`src/rtl/vertex_rotate_project_top_defines.svh`:
```
// Assertion macros shared by the vertex transform RTL.
// Included by the modules that carry checks; expects clk and arst_n in scope.
`ifndef VERTEX_ROTATE_PROJECT_TOP_DEFINES_SVH
`define VERTEX_ROTATE_PROJECT_TOP_DEFINES_SVH
`ifndef NO_ASSERTIONS
// same-cycle implication, checked out of reset
`define VRP_ASSERT_IMP(lbl, ante, cons, msg) \
	lbl: assert property (@(posedge clk) disable iff (!arst_n) (ante) |-> (cons)) \
		else $error(msg);
// next-cycle implication, checked out of reset
`define VRP_ASSERT_NEXT(lbl, ante, cons, msg) \
	lbl: assert property (@(posedge clk) disable iff (!arst_n) (ante) |=> (cons)) \
		else $error(msg);
`else
`define VRP_ASSERT_IMP(lbl, ante, cons, msg)
`define VRP_ASSERT_NEXT(lbl, ante, cons, msg)
`endif
`endif

```
`src/rtl/vrp_pkg.sv`:
```
// Shared types, constants and ROM generator for the vertex transform pipeline.
// No dependencies; every other RTL file refers to it by scoped names.
package vrp_pkg;

	// field widths
	localparam int VTX_W      = 16;
	localparam int ANGLE_W    = 9;
	localparam int SCREEN_W   = 16;
	localparam int SCALE_W    = 10;
	localparam int OFFSET_W   = 12;
	localparam int TRIG_W     = 16;
	// rotated coordinates stay below 2^28 in magnitude
	localparam int COORD_W    = 30;
	localparam int PROD_W     = COORD_W + TRIG_W;
	localparam int ROT_FRAC   = 14;

	// configuration port
	localparam int CFG_ADDR_W = 4;
	localparam int CFG_DATA_W = 32;
	localparam int REG_IDX_W  = 2;
	localparam logic [REG_IDX_W-1:0] REG_SCALE_FACTOR = 2'd0;
	localparam logic [REG_IDX_W-1:0] REG_HALF_WIDTH   = 2'd1;
	localparam logic [REG_IDX_W-1:0] REG_HALF_HEIGHT  = 2'd2;

	localparam logic [SCALE_W-1:0]  SCALE_RESET  = 10'd150;
	localparam logic [OFFSET_W-1:0] HALF_W_RESET = 12'd400;
	localparam logic [OFFSET_W-1:0] HALF_H_RESET = 12'd300;

	// saturation bounds of a pixel coordinate
	localparam logic signed [SCREEN_W-1:0] PIX_MAX = 16'sh7FFF;
	localparam logic signed [SCREEN_W-1:0] PIX_MIN = 16'sh8000;

	// angles in Q30 radians
	localparam longint PI_Q30      = 64'sd3373259426;
	localparam longint HALF_PI_Q30 = 64'sd1686629713;
	localparam longint TWO_PI_Q30  = 64'sd6746518852;

	// Taylor divisors (2n)(2n+1) for n = 1..10
	localparam longint unsigned TAYLOR_DIV [10] = '{
		64'd6, 64'd20, 64'd42, 64'd72, 64'd110,
		64'd156, 64'd210, 64'd272, 64'd342, 64'd420
	};

	typedef logic signed [COORD_W-1:0] coord_t;
	typedef logic signed [PROD_W-1:0]  prod_t;

	typedef struct packed {
		logic signed [TRIG_W-1:0] sin_v;
		logic signed [TRIG_W-1:0] cos_v;
	} trig_t;

	typedef struct packed {
		logic [SCALE_W-1:0]  scale_factor;
		logic [OFFSET_W-1:0] half_width;
		logic [OFFSET_W-1:0] half_height;
	} cfg_t;

	// sine in Q1.14 of an angle in [0, 2*pi) given in Q30; used at elaboration only
	function automatic logic signed [TRIG_W-1:0] sin_q14(input longint a_in);
		longint a;
		logic neg;
		longint unsigned x;
		longint unsigned x2;
		longint unsigned term;
		longint unsigned sum;
		longint unsigned r;
		int n;
		a = a_in;
		neg = 1'b0;
		if (a >= PI_Q30) begin
			a = a - PI_Q30;
			neg = 1'b1;
		end
		if (a > HALF_PI_Q30)
			a = PI_Q30 - a;
		if (a < 0)
			a = 0;
		x = unsigned'(a);
		x2 = (x * x) >> 30;
		term = x;
		sum = x;
		for (n = 1; n <= 10; n++) begin
			term = ((term * x2) >> 30) / TAYLOR_DIV[n-1];
			if ((n & 1) == 1)
				sum = sum - term;
			else
				sum = sum + term;
		end
		r = (sum + 64'd32768) >> 16;
		if (r > 64'd16384)
			r = 64'd16384;
		return neg ? $signed(-TRIG_W'(r)) : $signed(TRIG_W'(r));
	endfunction

	// round half up from Q14 products back to coordinate scale
	function automatic coord_t rot_round(input logic signed [PROD_W:0] s);
		logic signed [PROD_W:0] b;
		b = s + (PROD_W + 1)'(1 << (ROT_FRAC - 1));
		return signed'(b[ROT_FRAC +: COORD_W]);
	endfunction

endpackage

```
`src/rtl/vrp_cfg_regs.sv`:
```
// Configuration register bank behind the APB-style port.
// Depends on vrp_pkg and the assertion macro header.
`include "vertex_rotate_project_top_defines.svh"

module vrp_cfg_regs (
	input  logic                             clk,
	input  logic                             arst_n,
	input  logic                             psel,
	input  logic                             penable,
	input  logic                             pwrite,
	input  logic [vrp_pkg::CFG_ADDR_W-1:0]   paddr,
	input  logic [vrp_pkg::CFG_DATA_W-1:0]   pwdata,
	output logic [vrp_pkg::CFG_DATA_W-1:0]   prdata,
	output logic                             pready,
	output vrp_pkg::cfg_t                    cfg
);

	vrp_pkg::cfg_t                    cfg_q;
	logic                             wr_en;
	logic [vrp_pkg::REG_IDX_W-1:0]    reg_idx;

	assign pready  = 1'b1;
	assign wr_en   = psel && penable && pwrite && pready;
	assign reg_idx = paddr[vrp_pkg::CFG_ADDR_W-1:2];
	assign cfg     = cfg_q;

	// register writes on the access phase
	always_ff @(posedge clk or negedge arst_n) begin
		if (!arst_n) begin
			cfg_q.scale_factor <= vrp_pkg::SCALE_RESET;
			cfg_q.half_width   <= vrp_pkg::HALF_W_RESET;
			cfg_q.half_height  <= vrp_pkg::HALF_H_RESET;
		end else if (wr_en) begin
			unique case (reg_idx)
				vrp_pkg::REG_SCALE_FACTOR: cfg_q.scale_factor <= pwdata[vrp_pkg::SCALE_W-1:0];
				vrp_pkg::REG_HALF_WIDTH:   cfg_q.half_width   <= pwdata[vrp_pkg::OFFSET_W-1:0];
				vrp_pkg::REG_HALF_HEIGHT:  cfg_q.half_height  <= pwdata[vrp_pkg::OFFSET_W-1:0];
				default: ;
			endcase
		end
	end

	// read mux, unmapped addresses read zero
	always_comb begin
		unique case (reg_idx)
			vrp_pkg::REG_SCALE_FACTOR: prdata = vrp_pkg::CFG_DATA_W'(cfg_q.scale_factor);
			vrp_pkg::REG_HALF_WIDTH:   prdata = vrp_pkg::CFG_DATA_W'(cfg_q.half_width);
			vrp_pkg::REG_HALF_HEIGHT:  prdata = vrp_pkg::CFG_DATA_W'(cfg_q.half_height);
			default:                   prdata = '0;
		endcase
	end

	`VRP_ASSERT_NEXT(a_scale_write, wr_en && (reg_idx == vrp_pkg::REG_SCALE_FACTOR), cfg_q.scale_factor == $past(pwdata[vrp_pkg::SCALE_W-1:0]), "scale_factor write not taken")

endmodule

```
`config.mk`:
```
export PLATFORM = sky130hd
export DESIGN_NAME = vrp_cfg_regs
export DESIGN_NICKNAME = d
export VERILOG_FILES = /design/src/rtl/vrp_pkg.sv /design/src/rtl/vrp_cfg_regs.sv
export VERILOG_INCLUDE_DIRS = /design/src /design/src/rtl
export SDC_FILE = /design/constraint.sdc
export NUM_CORES = 1
export LEC_CHECK = 0
export ABC_AREA = 1
export BUFFER_PORTS_ARGS = -buffer_cell sky130_fd_sc_hd__buf_4
export CAP_MARGIN = 20
export CORE_MARGIN = 8
export CORE_UTILIZATION = 46
export DETAILED_ROUTE_END_ITERATION = 6
export PLACE_DENSITY_LB_ADDON = 0.15
export SYNTH_ARGS = -nofsm -noshare
export SYNTH_HDL_FRONTEND = slang
export SYNTH_SLANG_ARGS = --single-unit
```
`constraint.sdc`:
```
create_clock -name clk -period 2.4 [get_ports clk]
set_clock_uncertainty 0.2 [all_clocks]
set_input_delay 0.36 -clock clk [delete_from_list [all_inputs] [get_ports clk]]
set_output_delay 0.36 -clock clk [all_outputs]
set_load 0.05 [all_outputs]
```
==> results_dict.tcl <==
set metrics [dict create \
    wl_per_cell_microns 13.3 \
    antenna_found_initial 0 \
    rsz0062_at_grt "false" \
    drive_gt1_share_pct 31.8 \
    via_per_inst 4.50 \
    grt_pass1_vias 1571 \
    clock-sinks 34 \
    cts_resized 0 \
    syn_area_sq_mm 0.00175 \
    nets 336 \
    cp.required_ps 1840 \
    cts_tree "done" \
    die_x_microns 77.7 \
    ys_seq_area_share_pct 49.4 \
    grt_util_all_layers_pct 15.6 \
    yosys_warnings 0 \
    hpwl_microns 3290 \
    port_buffers 64 \
    overflow 0 \
    irDropWorstVdd_mv 0.531 \
    worstMarginPinSlew_ps 581 \
    cap_violations 0 \
    clk_latency_ps 270 \
    slew_viol_final 0 \
    fin_crit_ps 1800 \
    multiInputGateArea_sq_um 729 \
    worst_setup_path_start_kind "input pin" \
    start_util_pct 47.8 \
    leakagePower_nw 1.28 \
    grt_pass1_wl_microns 7630 \
    largest_register_ff_count 34 \
    synth-seq-cells 34 \
    relSlewSlack_pct 61.2 \
    path_cells "buf_4 > inv_1 > nand2_2 > inv_2 > nand2_1 > nand3_1 > buf_4" \
    cp_slowest_stage_delay_ps 220 \
    finalSetupTns_ps 0 \
    root_buffer "clkbuf_8" \
    n_antenna_cell 0 \
    ys_types 15 \
    drt_wl_total_microns 4570 \
    row_count 22 \
    power_density_mw_per_mm2 1000 \
    final_hold_viol_count 0 \
    die_area_sq_mm 0.00604 \
    grt_max_degree 35 \
    syn_to_final_growth_pct 28.9 \
    crit_top_cell "buf_4" \
    ant_nets 0 \
    clk_path_buf_depth 2 \
    register_area_sq_um 865 \
    syn-instance-count 230 \
    run_status "finished, final reports clean" \
    slowest_stage "inv_2" \
    core_area_sq_mm 0.00366 \
    final_area_sq_mm 0.00226 \
    cts-buffers-inserted 5 \
    io_pins 108 \
    die_h_microns 77.7 \
    fillCellCount 368 \
    endpoint_kind "output pin" \
    worstSetupPathType "in2out" \
    syn-mean-instance-area_sq_um 7.62 \
    drt_pass1_iterations 4 \
    fmax_mhz 557 \
    drtIter0Drc 70 \
    drc 0 \
    post_cts_buffers 0 \
    place_area_sq_mm 0.00217 \
    crit_arrival_ps 1240 \
    path_clk_slew_ps 60 \
    total_power_w 0.00227 \
    ctsHoldBuffers 1 \
    num_vias 1548 \
    worstHoldPathType "in2reg" \
    crit_path_max_fanout 13 \
    htreeDepth 2 \
    fin_crit_sh_pct 74.9 \
    gp_congestion 0.736 \
    setup_viol_count_final 0 \
]
stage by stage:
stage,setup WS (ps),cells,hold slack (ps),utilization [%]
2_1_floorplan,648,249,-136,-
3_5_place_dp,597,335,125,59.2
5_1_grt,510,344,94.1,61.7
6_report,604,344,93.0,61.7
3_3_place_gp,592,335,129,59.2
4_1_cts,593,344,85.9,61.7
cell usage in the layout, fill, tap and decap left out, drive strengths merged:
cell	synthesis	final
conb	2	21
buf	28	66
nand3	11	11
inv	5	5
nand2	145	145
dfrtp	23	23
dfstp	11	11
clkbuf	0	8
dlygate4sd3	0	1
nor2	5	5
path summary, 6_finish.rpt:
path | cells past startpoint | from | to | slack, ps
worst max-delay path | 7 | paddr[3] | prdata[7] | 600
worst min-delay path | 3 | pwdata[11] | cfg[23] | 90
worst max register to register | 2 | cfg[25] | cfg[25] | 1480
worst min register to register | 2 | cfg[3] | cfg[3] | 270
max in group asynchronous | 2 | arst_n | cfg[25] | 1300
min in group asynchronous | 2 | arst_n | cfg[18] | 360
kinds of logic after synthesis:
family,synth area share [%]
other,0.429
buffers and inverters,13.1
and+or+nand+nor,37.1
DFF,49.4
where the power goes:
group / switching (W) / internal, W / leakage, nW / total, W
logic: 0.000789 / 0.000275 / 0.835 / 0.00106
clock network: 0.000184 / 0.000206 / 0.0395 / 0.000390
registers: 0.0000944 / 0.000720 / 0.407 / 0.000814
total: 0.00107 / 0.00120 / 1.28 / 0.00227
area by class of cell:
type                    count  area share, %
multi-input cells         182           32.3
flip-flops and latches     34           38.3
repair buffers             67           22.4
inverters                   5          0.831
well taps                  48           2.66
clock buffers               8           3.55
metal layers:
metal  vias up  global-route usage (%)  wire, microns
li1        782                       -              -
met1       701                    17.0           1790
met2        60                    27.7           2310
met3         5                    5.53            441
met4         0                    4.53             38
met5         -                       0              0
critical path, delay by kind of cell:
family	cells	cell delay, ps
and+or+nand+nor	3	250
buffers and inverters	4	610
Yosys cell counts:
cell type	number	area, sq um
nand3_1	10	50.1
buf_2	3	15.0
buf_4	23	173
nor2_1	1	3.75
inv_1	3	11.3
inv_2	2	7.51
nand2_1	140	526
nor2_4	1	11.3
conb_1	2	7.51
buf_6	2	22.5
dfstp_2	11	289
nor2_2	3	18.8
nand2_2	5	31.3
nand3_2	1	10.0
dfrtp_1	23	576
No activity file was read; power rests on OpenSTA's default activity.
