**config.mk**
```make
export PLATFORM = sky130hd
export DESIGN_NAME = vrp_pixel_out
export DESIGN_NICKNAME = d
export VERILOG_FILES = /design/src/rtl/vrp_pkg.sv /design/src/rtl/vrp_pixel_out.sv
export VERILOG_INCLUDE_DIRS = /design/src /design/src/rtl
export SDC_FILE = /design/constraint.sdc
export NUM_CORES = 1
export LEC_CHECK = 0
export BUFFER_PORTS_ARGS = -buffer_cell sky130_fd_sc_hd__buf_4
export CORE_MARGIN = 2
export CORE_UTILIZATION = 51
export CTS_CLUSTER_DIAMETER = 120
export DETAILED_ROUTE_END_ITERATION = 6
export PLACE_DENSITY_LB_ADDON = 0.08
export RECOVER_POWER = 100
export SLEW_MARGIN = 15
export SYNTH_ARGS = -nofsm -noshare
export SYNTH_HDL_FRONTEND = slang
export SYNTH_SLANG_ARGS = --single-unit
```
**constraint.sdc**
```tcl
create_clock -name clk -period 1.7 [get_ports clk]
set_clock_uncertainty 0.05 [all_clocks]
set_input_delay 0.255 -clock clk [delete_from_list [all_inputs] [get_ports clk]]
set_output_delay 0.255 -clock clk [all_outputs]
set_load 0.005 [all_outputs]
```
**src/rtl/vertex_rotate_project_top_defines.svh**
```systemverilog
// Assertion macros shared by the vertex transform RTL.
// Included by the modules that carry checks; expects clk and arst_n in scope.
`ifndef VERTEX_ROTATE_PROJECT_TOP_DEFINES_SVH
`define VERTEX_ROTATE_PROJECT_TOP_DEFINES_SVH
`ifndef NO_ASSERTIONS
// same-cycle implication, checked out of reset
`define VRP_ASSERT_IMP(lbl, ante, cons, msg) \
	lbl: assert property (@(posedge clk) disable iff (!arst_n) (ante) |-> (cons)) \
		else $error(msg);
// next-cycle implication, checked out of reset
`define VRP_ASSERT_NEXT(lbl, ante, cons, msg) \
	lbl: assert property (@(posedge clk) disable iff (!arst_n) (ante) |=> (cons)) \
		else $error(msg);
`else
`define VRP_ASSERT_IMP(lbl, ante, cons, msg)
`define VRP_ASSERT_NEXT(lbl, ante, cons, msg)
`endif
`endif

```
**src/rtl/vrp_pkg.sv**
```systemverilog
// Shared types, constants and ROM generator for the vertex transform pipeline.
// No dependencies; every other RTL file refers to it by scoped names.
package vrp_pkg;

	// field widths
	localparam int VTX_W      = 16;
	localparam int ANGLE_W    = 9;
	localparam int SCREEN_W   = 16;
	localparam int SCALE_W    = 10;
	localparam int OFFSET_W   = 12;
	localparam int TRIG_W     = 16;
	// rotated coordinates stay below 2^28 in magnitude
	localparam int COORD_W    = 30;
	localparam int PROD_W     = COORD_W + TRIG_W;
	localparam int ROT_FRAC   = 14;

	// configuration port
	localparam int CFG_ADDR_W = 4;
	localparam int CFG_DATA_W = 32;
	localparam int REG_IDX_W  = 2;
	localparam logic [REG_IDX_W-1:0] REG_SCALE_FACTOR = 2'd0;
	localparam logic [REG_IDX_W-1:0] REG_HALF_WIDTH   = 2'd1;
	localparam logic [REG_IDX_W-1:0] REG_HALF_HEIGHT  = 2'd2;

	localparam logic [SCALE_W-1:0]  SCALE_RESET  = 10'd150;
	localparam logic [OFFSET_W-1:0] HALF_W_RESET = 12'd400;
	localparam logic [OFFSET_W-1:0] HALF_H_RESET = 12'd300;

	// saturation bounds of a pixel coordinate
	localparam logic signed [SCREEN_W-1:0] PIX_MAX = 16'sh7FFF;
	localparam logic signed [SCREEN_W-1:0] PIX_MIN = 16'sh8000;

	// angles in Q30 radians
	localparam longint PI_Q30      = 64'sd3373259426;
	localparam longint HALF_PI_Q30 = 64'sd1686629713;
	localparam longint TWO_PI_Q30  = 64'sd6746518852;

	// Taylor divisors (2n)(2n+1) for n = 1..10
	localparam longint unsigned TAYLOR_DIV [10] = '{
		64'd6, 64'd20, 64'd42, 64'd72, 64'd110,
		64'd156, 64'd210, 64'd272, 64'd342, 64'd420
	};

	typedef logic signed [COORD_W-1:0] coord_t;
	typedef logic signed [PROD_W-1:0]  prod_t;

	typedef struct packed {
		logic signed [TRIG_W-1:0] sin_v;
		logic signed [TRIG_W-1:0] cos_v;
	} trig_t;

	typedef struct packed {
		logic [SCALE_W-1:0]  scale_factor;
		logic [OFFSET_W-1:0] half_width;
		logic [OFFSET_W-1:0] half_height;
	} cfg_t;

	// sine in Q1.14 of an angle in [0, 2*pi) given in Q30; used at elaboration only
	function automatic logic signed [TRIG_W-1:0] sin_q14(input longint a_in);
		longint a;
		logic neg;
		longint unsigned x;
		longint unsigned x2;
		longint unsigned term;
		longint unsigned sum;
		longint unsigned r;
		int n;
		a = a_in;
		neg = 1'b0;
		if (a >= PI_Q30) begin
			a = a - PI_Q30;
			neg = 1'b1;
		end
		if (a > HALF_PI_Q30)
			a = PI_Q30 - a;
		if (a < 0)
			a = 0;
		x = unsigned'(a);
		x2 = (x * x) >> 30;
		term = x;
		sum = x;
		for (n = 1; n <= 10; n++) begin
			term = ((term * x2) >> 30) / TAYLOR_DIV[n-1];
			if ((n & 1) == 1)
				sum = sum - term;
			else
				sum = sum + term;
		end
		r = (sum + 64'd32768) >> 16;
		if (r > 64'd16384)
			r = 64'd16384;
		return neg ? $signed(-TRIG_W'(r)) : $signed(TRIG_W'(r));
	endfunction

	// round half up from Q14 products back to coordinate scale
	function automatic coord_t rot_round(input logic signed [PROD_W:0] s);
		logic signed [PROD_W:0] b;
		b = s + (PROD_W + 1)'(1 << (ROT_FRAC - 1));
		return signed'(b[ROT_FRAC +: COORD_W]);
	endfunction

endpackage

```
**src/rtl/vrp_pixel_out.sv**
```systemverilog
// Output stage: screen offset, round to nearest even, saturate, output register.
// Depends on vrp_pkg and the assertion macro header.
`include "vertex_rotate_project_top_defines.svh"

module vrp_pixel_out #(
	parameter int COORD_FRAC_BITS = 13
) (
	input  logic                                clk,
	input  logic                                arst_n,
	input  logic                                valid_s7,
	input  vrp_pkg::coord_t                     x_s7,
	input  vrp_pkg::coord_t                     y_s7,
	input  vrp_pkg::cfg_t                       cfg,
	output logic                                en_s8,
	output logic                                pix_valid,
	input  logic                                pix_stall,
	output logic signed [vrp_pkg::SCREEN_W-1:0] screen_x,
	output logic signed [vrp_pkg::SCREEN_W-1:0] screen_y
);

	localparam int OFF_W = vrp_pkg::OFFSET_W + COORD_FRAC_BITS + 1;
	localparam int SUM_W = ((OFF_W > vrp_pkg::COORD_W) ? OFF_W : vrp_pkg::COORD_W) + 1;
	localparam int Q_W   = SUM_W - COORD_FRAC_BITS;
	localparam int QR_W  = ((Q_W + 1) > (vrp_pkg::SCREEN_W + 1)) ? (Q_W + 1)
		: (vrp_pkg::SCREEN_W + 1);

	logic [SUM_W-1:0]        off_x;
	logic [SUM_W-1:0]        off_y;
	logic signed [SUM_W-1:0] sum_x;
	logic signed [SUM_W-1:0] sum_y;

	// fixed point to pixel: round half to even, then clamp to 16 bits
	function automatic logic signed [vrp_pkg::SCREEN_W-1:0] to_pixel(
		input logic signed [SUM_W-1:0] v
	);
		logic signed [QR_W-1:0]        q;
		logic [COORD_FRAC_BITS-1:0]    r;
		logic                          inc;
		logic signed [QR_W-1:0]        qr;
		logic [QR_W-vrp_pkg::SCREEN_W:0] top;
		q   = QR_W'(v >>> COORD_FRAC_BITS);
		r   = v[COORD_FRAC_BITS-1:0];
		inc = r[COORD_FRAC_BITS-1] && ((|r[COORD_FRAC_BITS-2:0]) || q[0]);
		qr  = q + signed'(QR_W'(inc));
		top = qr[QR_W-1:vrp_pkg::SCREEN_W-1];
		if ((&top) || !(|top))
			return qr[vrp_pkg::SCREEN_W-1:0];
		else if (qr[QR_W-1])
			return vrp_pkg::PIX_MIN;
		else
			return vrp_pkg::PIX_MAX;
	endfunction

	// frame centre offsets
	assign off_x = SUM_W'({cfg.half_width, {COORD_FRAC_BITS{1'b0}}});
	assign off_y = SUM_W'({cfg.half_height, {COORD_FRAC_BITS{1'b0}}});
	assign sum_x = signed'(off_x) + SUM_W'(x_s7);
	assign sum_y = signed'(off_y) - SUM_W'(y_s7);

	// output register frees whenever the word is taken or the slot is empty
	assign en_s8 = !pix_valid || !pix_stall;

	always_ff @(posedge clk or negedge arst_n) begin
		if (!arst_n)
			pix_valid <= 1'b0;
		else if (en_s8)
			pix_valid <= valid_s7;
	end

	always_ff @(posedge clk) begin
		if (en_s8) begin
			screen_x <= to_pixel(sum_x);
			screen_y <= to_pixel(sum_y);
		end
	end

	`VRP_ASSERT_IMP(a_out_from_s7, $rose(pix_valid), $past(valid_s7), "output word with no stage-7 word")

endmodule

```
==> results.json, run 1 <==
{
  "yosys-top-cells-area": "edfxtp_1 26%, ha_1 8.8%, xnor2_1 7.1%, xor2_1 5.4%, mux2i_1 4.9%",
  "yosysTopAreaCell": "edfxtp_1",
  "cts-root-buf": "clkbuf_8",
  "ys_types": 62,
  "start_util": 0.519,
  "syn-cell-area_um2": 3700,
  "status": "did not finish",
  "error_line": "[ERROR GRT-0232] Routing congestion too high. Check the congestion heatmap in the GUI.",
  "yosys_warnings": 0,
  "cts_sinks": 33,
  "post-synth-top-count-cell": "edfxtp_1",
  "overflow": 6,
  "synth_top_area_share": 0.260,
  "failing_step": "global routing",
  "grt_usage": 0.705,
  "synth_top_flop_cell": "edfxtp_1",
  "fp.dieW_um": 89.2,
  "clk_path_buf_depth": 2,
  "worst_endpoint_kind": "register data pin",
  "htreeDepth": 2,
  "portBuffers": 121,
  "grt_max_degree": 35,
  "die_y_um": 89.2,
  "worst_endpoint": "screen_x[6]$_DFFE_PP_/D",
  "synth-seq-cells": 33,
  "place.gp.congestion": 0.868,
  "synthArstFlopShare": 0.0303,
  "netlist_instances": 421,
  "dp_hpwl_um": 8750,
  "synthTopCellsByCount": "32 x edfxtp_1, 30 x xnor2_1, 27 x o21ai_0",
  "synth_edf_count": 32,
  "synth_fp_nets": 546,
  "rows": 31,
  "placed_area_um2": 5900,
  "ys_seq_area_frac": 0.266,
  "pin_count": 132,
  "cts_made_buffers": 5,
  "syn_area_per_cell_um2": 8.79
}
## per-stage QoR
stage / hold slack, ns / setup slack, ns / instances
floorplan: -0.0906 / -2.20 / 421
global placement: -0.0193 / -2.27 / 754
detailed placement: -0.0194 / -2.41 / 754
CTS: 0.122 / -2.01 / 793
## routing by layer
metal	track usage	overflow
met4	0.723	6
met2	0.906	0
met3	0.559	0
met5	0.0974	0
met1	0.670	0
## cell families after synthesis
family          count (synthesis)  synth area share
simple gates                  140             0.214
xor+xnor                       53             0.125
fa+ha+maj                      29            0.0987
mux                            20            0.0548
buf+inv                        40            0.0456
compound gates                106             0.195
flops                          33             0.266
## what timing repair did
action                                 4_1_cts
endpoints found under the hold margin        1
gates resized for setup                     66
setup endpoints to repair                   32
cloned                                       2
pin swaps                                   45
hold buffers                                 1
setup buffers                               31
==> run 2: changes to the inputs <==
--- a/config.mk
+++ b/config.mk
@@ -8,10 +8,9 @@
 export LEC_CHECK = 0
 export BUFFER_PORTS_ARGS = -buffer_cell sky130_fd_sc_hd__buf_4
 export CORE_MARGIN = 2
-export CORE_UTILIZATION = 51
-export CTS_CLUSTER_DIAMETER = 120
+export CORE_UTILIZATION = 40
 export DETAILED_ROUTE_END_ITERATION = 6
-export PLACE_DENSITY_LB_ADDON = 0.08
+export PLACE_DENSITY_LB_ADDON = 0.15
 export RECOVER_POWER = 100
 export SLEW_MARGIN = 15
 export SYNTH_ARGS = -nofsm -noshare
==> run 2 against run 1 <==
Compared with the run above: the flow now finishes, with violations (setup timing); synthesized cell count unchanged; synthesized area unchanged.
==> results.json, run 2 <==
{
  "yosys_warnings": 0,
  "die_area_um2": 10000,
  "synth_top_area_share": 0.260,
  "critical_path.cell_chain": "buf_6 > ha_4 > fa_2 > a21o_1 > a221oi_4 > a311oi_2 > buf_4 > or4_4 > or3_4 > a2111oi_4 > a31oi_2 > a31oi_4 > buf_6 > mux2i_1",
  "p_leak_nw": 2.96,
  "critPathRequiredTime_ns": 1.77,
  "synth-seq-cells": 33,
  "dp_hpwl_um": 8460,
  "yosysTopAreaCell": "edfxtp_1",
  "synth_edf_count": 32,
  "cts.clk_slew.worst_paths_ns": 0.07,
  "place.gp.congestion": 0.806,
  "synth_top_family_by_area": "simple AND/OR/NAND/NOR gates",
  "p_seq_frac": 0.273,
  "hp-start": "valid_s7",
  "path_delay_family": "compound AO/OA/AOI/OAI gates",
  "cp_common_cell": "buf_6",
  "cp_max_fo": 7,
  "period_minus_slack_ns": 3.59,
  "cp-end-kind": "register",
  "final_common_cell": "buf_4",
  "ir_drop_mv": 0.294,
  "cts_tree": "yes",
  "p_per_area_nw_per_um2": 605,
  "post-synth-top-count-cell": "edfxtp_1",
  "pin_count": 132,
  "start_util": 0.406,
  "fin_crit_sh": 2.11,
  "dr.max_layer_used": "met4",
  "layout_setup_ws_ns": -1.89,
  "htreeDepth": 2,
  "vias": 4195,
  "comb_power_share": 0.551,
  "synth_xor_area_frac": 0.125,
  "antenna_left": 0,
  "num_antenna_cells": 0,
  "wl_met3_um": 467,
  "vias_per_cell": 5.23,
  "crit_path_start_kind": "primary input",
  "rsz0062_at_grt": "yes",
  "fp.coreArea_um2": 9110,
  "clk_path_buf_depth": 2,
  "post_drt_wl_per_cell_um": 14.6,
  "fp.dieW_um": 100,
  "internal_power_w": 0.00271,
  "ys_types": 62,
  "overflow": 0,
  "utilization": 0.731,
  "synth_fp_nets": 546,
  "synthAdderAreaFrac": 0.0987,
  "max_slew_margin": 0.450,
  "hold-worst-slack_ns": 0.123,
  "wl_met1_um": 4450,
  "grt_usage": 0.232,
  "cts_made_buffers": 5,
  "fmax_mhz": 279,
  "drc_errors": 0,
  "yosys-top-cells-area": "edfxtp_1 26%, ha_1 8.8%, xnor2_1 7.1%, xor2_1 5.4%, mux2i_1 4.9%",
  "die_y_um": 100,
  "crit_buf_inv": 3,
  "switching_share": 0.327,
  "setup_viol": 33,
  "syn-cell-area_um2": 3700,
  "worst_slew_pin_slew_ns": 0.825,
  "drive_above_1_share": 0.543,
  "critPathSlowestCell": "or4_4",
  "netlist_instances": 421,
  "routed_wl_um": 11700,
  "violations": "setup timing",
  "synthMuxAreaShare": 0.0548,
  "ys_seq_area_frac": 0.266,
  "crit_type": "in2reg",
  "nFillCells": 694,
  "crit_arrival_ns": 3.65,
  "r2r_slack_ns": 0.19,
  "nNetsFinal": 815,
  "grt_max_degree": 35,
  "rr_startpoint": "pix_valid",
  "drt_iter0_markers": 103,
  "wl_met2_um": 6540,
  "yosys.area_share.simple": 0.214,
  "critPathMaxStageDelay_ns": 0.57,
  "critPathLaunch": "x_s7[13]",
  "synth_compound_area_frac": 0.195,
  "final_cell_mix": "217 x buf_4, 32 x edfxtp_1, 28 x clkbuf_4",
  "synth_top_flop_cell": "edfxtp_1",
  "antenna_found_initial": 0,
  "cts-root-buf": "clkbuf_8",
  "switchingPower_w": 0.00131,
  "rows": 35,
  "grt_pass1_wl_um": 19100,
  "clk_latency_ns": 0.27,
  "top_regs": "screen_x (16), screen_y (16), pix_valid (1)",
  "drv_slew": 0,
  "hold_viol": 0,
  "clkPwrFrac": 0.176,
  "status": "complete, but fails checks",
  "dr.pass1.iters": 4,
  "portBuffers": 121,
  "syn_area_per_cell_um2": 8.79,
  "synthArstFlopShare": 0.0303,
  "cts_sinks": 33,
  "grt_pass1_vias": 4258,
  "hold_path_class": "in2reg",
  "max-cap-violations": 0,
  "area_growth_pct": 79.9,
  "synthTopCellsByCount": "32 x edfxtp_1, 30 x xnor2_1, 27 x o21ai_0"
}
[run 2: cell counts after synthesis]
No cell type changed its count.
[run 2: layout make-up]
class,instances,area [um2],share of cell area
inverter,20,87.6,0.0132
timing repair buffer,281,2200,0.331
clock inverter,2,33.8,0.00508
clock buffer,6,72.6,0.0109
tap,111,139,0.0209
sequential,33,986,0.148
multi-input combinational,349,3130,0.471
[run 2: kinds of logic (layout without fill, tap and decap cells)]
logic type	count (synthesis)	after routing
flops	33	33
xor+xnor	53	53
fa+ha+maj	29	29
compound gates	106	107
simple gates	140	140
buf+inv	40	309
mux	20	20
[run 2: power by group through the flow]
stage / Sequential (W) / Combinational (W) / Clock, W
after floorplan: 0.00111 / 0.00100 / 0
after global placement: 0.00111 / 0.00192 / 0
after detailed placement: 0.00112 / 0.00197 / 0
after CTS: 0.00110 / 0.00214 / 0.000714
after global routing: 0.00111 / 0.00241 / 0.000749
final: 0.00110 / 0.00222 / 0.000708
[run 2: stage by stage]
step	cells	TNS [ns]	total power, W	instance area, um2	worst slack, ns
floorplan	421	-53.39	0.00211	3990	-2.20
detailed placement	766	-60.03	0.00308	5910	-2.34
finish	802	-47.70	0.00403	6660	-1.89
global route	802	-51.69	0.00426	6660	-2.02
CTS	802	-47.77	0.00396	6540	-1.92
global placement	766	-59.01	0.00303	5910	-2.27
[run 2: repair_timing]
| action | 4_1_cts | 5_1_grt |
|---|---|---|
| endpoints found under the hold margin | 1 | 0 |
| setup buffers | 24 | 9 |
| pin swaps | 25 | 22 |
| gates resized for setup | 67 | 39 |
| setup endpoints to repair | 32 | 32 |
| hold buffers | 1 | 0 |
| cloned | 3 | 0 |
[run 2: path summary, 6_finish.rpt]
path / endpoint / cells past startpoint
max: screen_x[10] / 14
min: pix_valid / 2
max reg2reg: screen_x[15] / 2
min reg2reg: pix_valid / 3
max in group asynchronous: pix_valid / 2
min in group asynchronous: pix_valid / 2
[run 2: per-layer routing]
metal | global-route usage | vias to the layer above
met4 | 0.0674 | 0
met5 | 0 | -
li1 | - | 2126
met1 | 0.256 | 1958
met3 | 0.0237 | 17
met2 | 0.461 | 94
[run 2: worst register-to-register path: stages, from the launching register on]
cell,delay (ns)
dfrtp_1,0.38
nand2_1,0.07
clkbuf_2,0.63
Note: power is estimated with default switching activity, not from simulation.
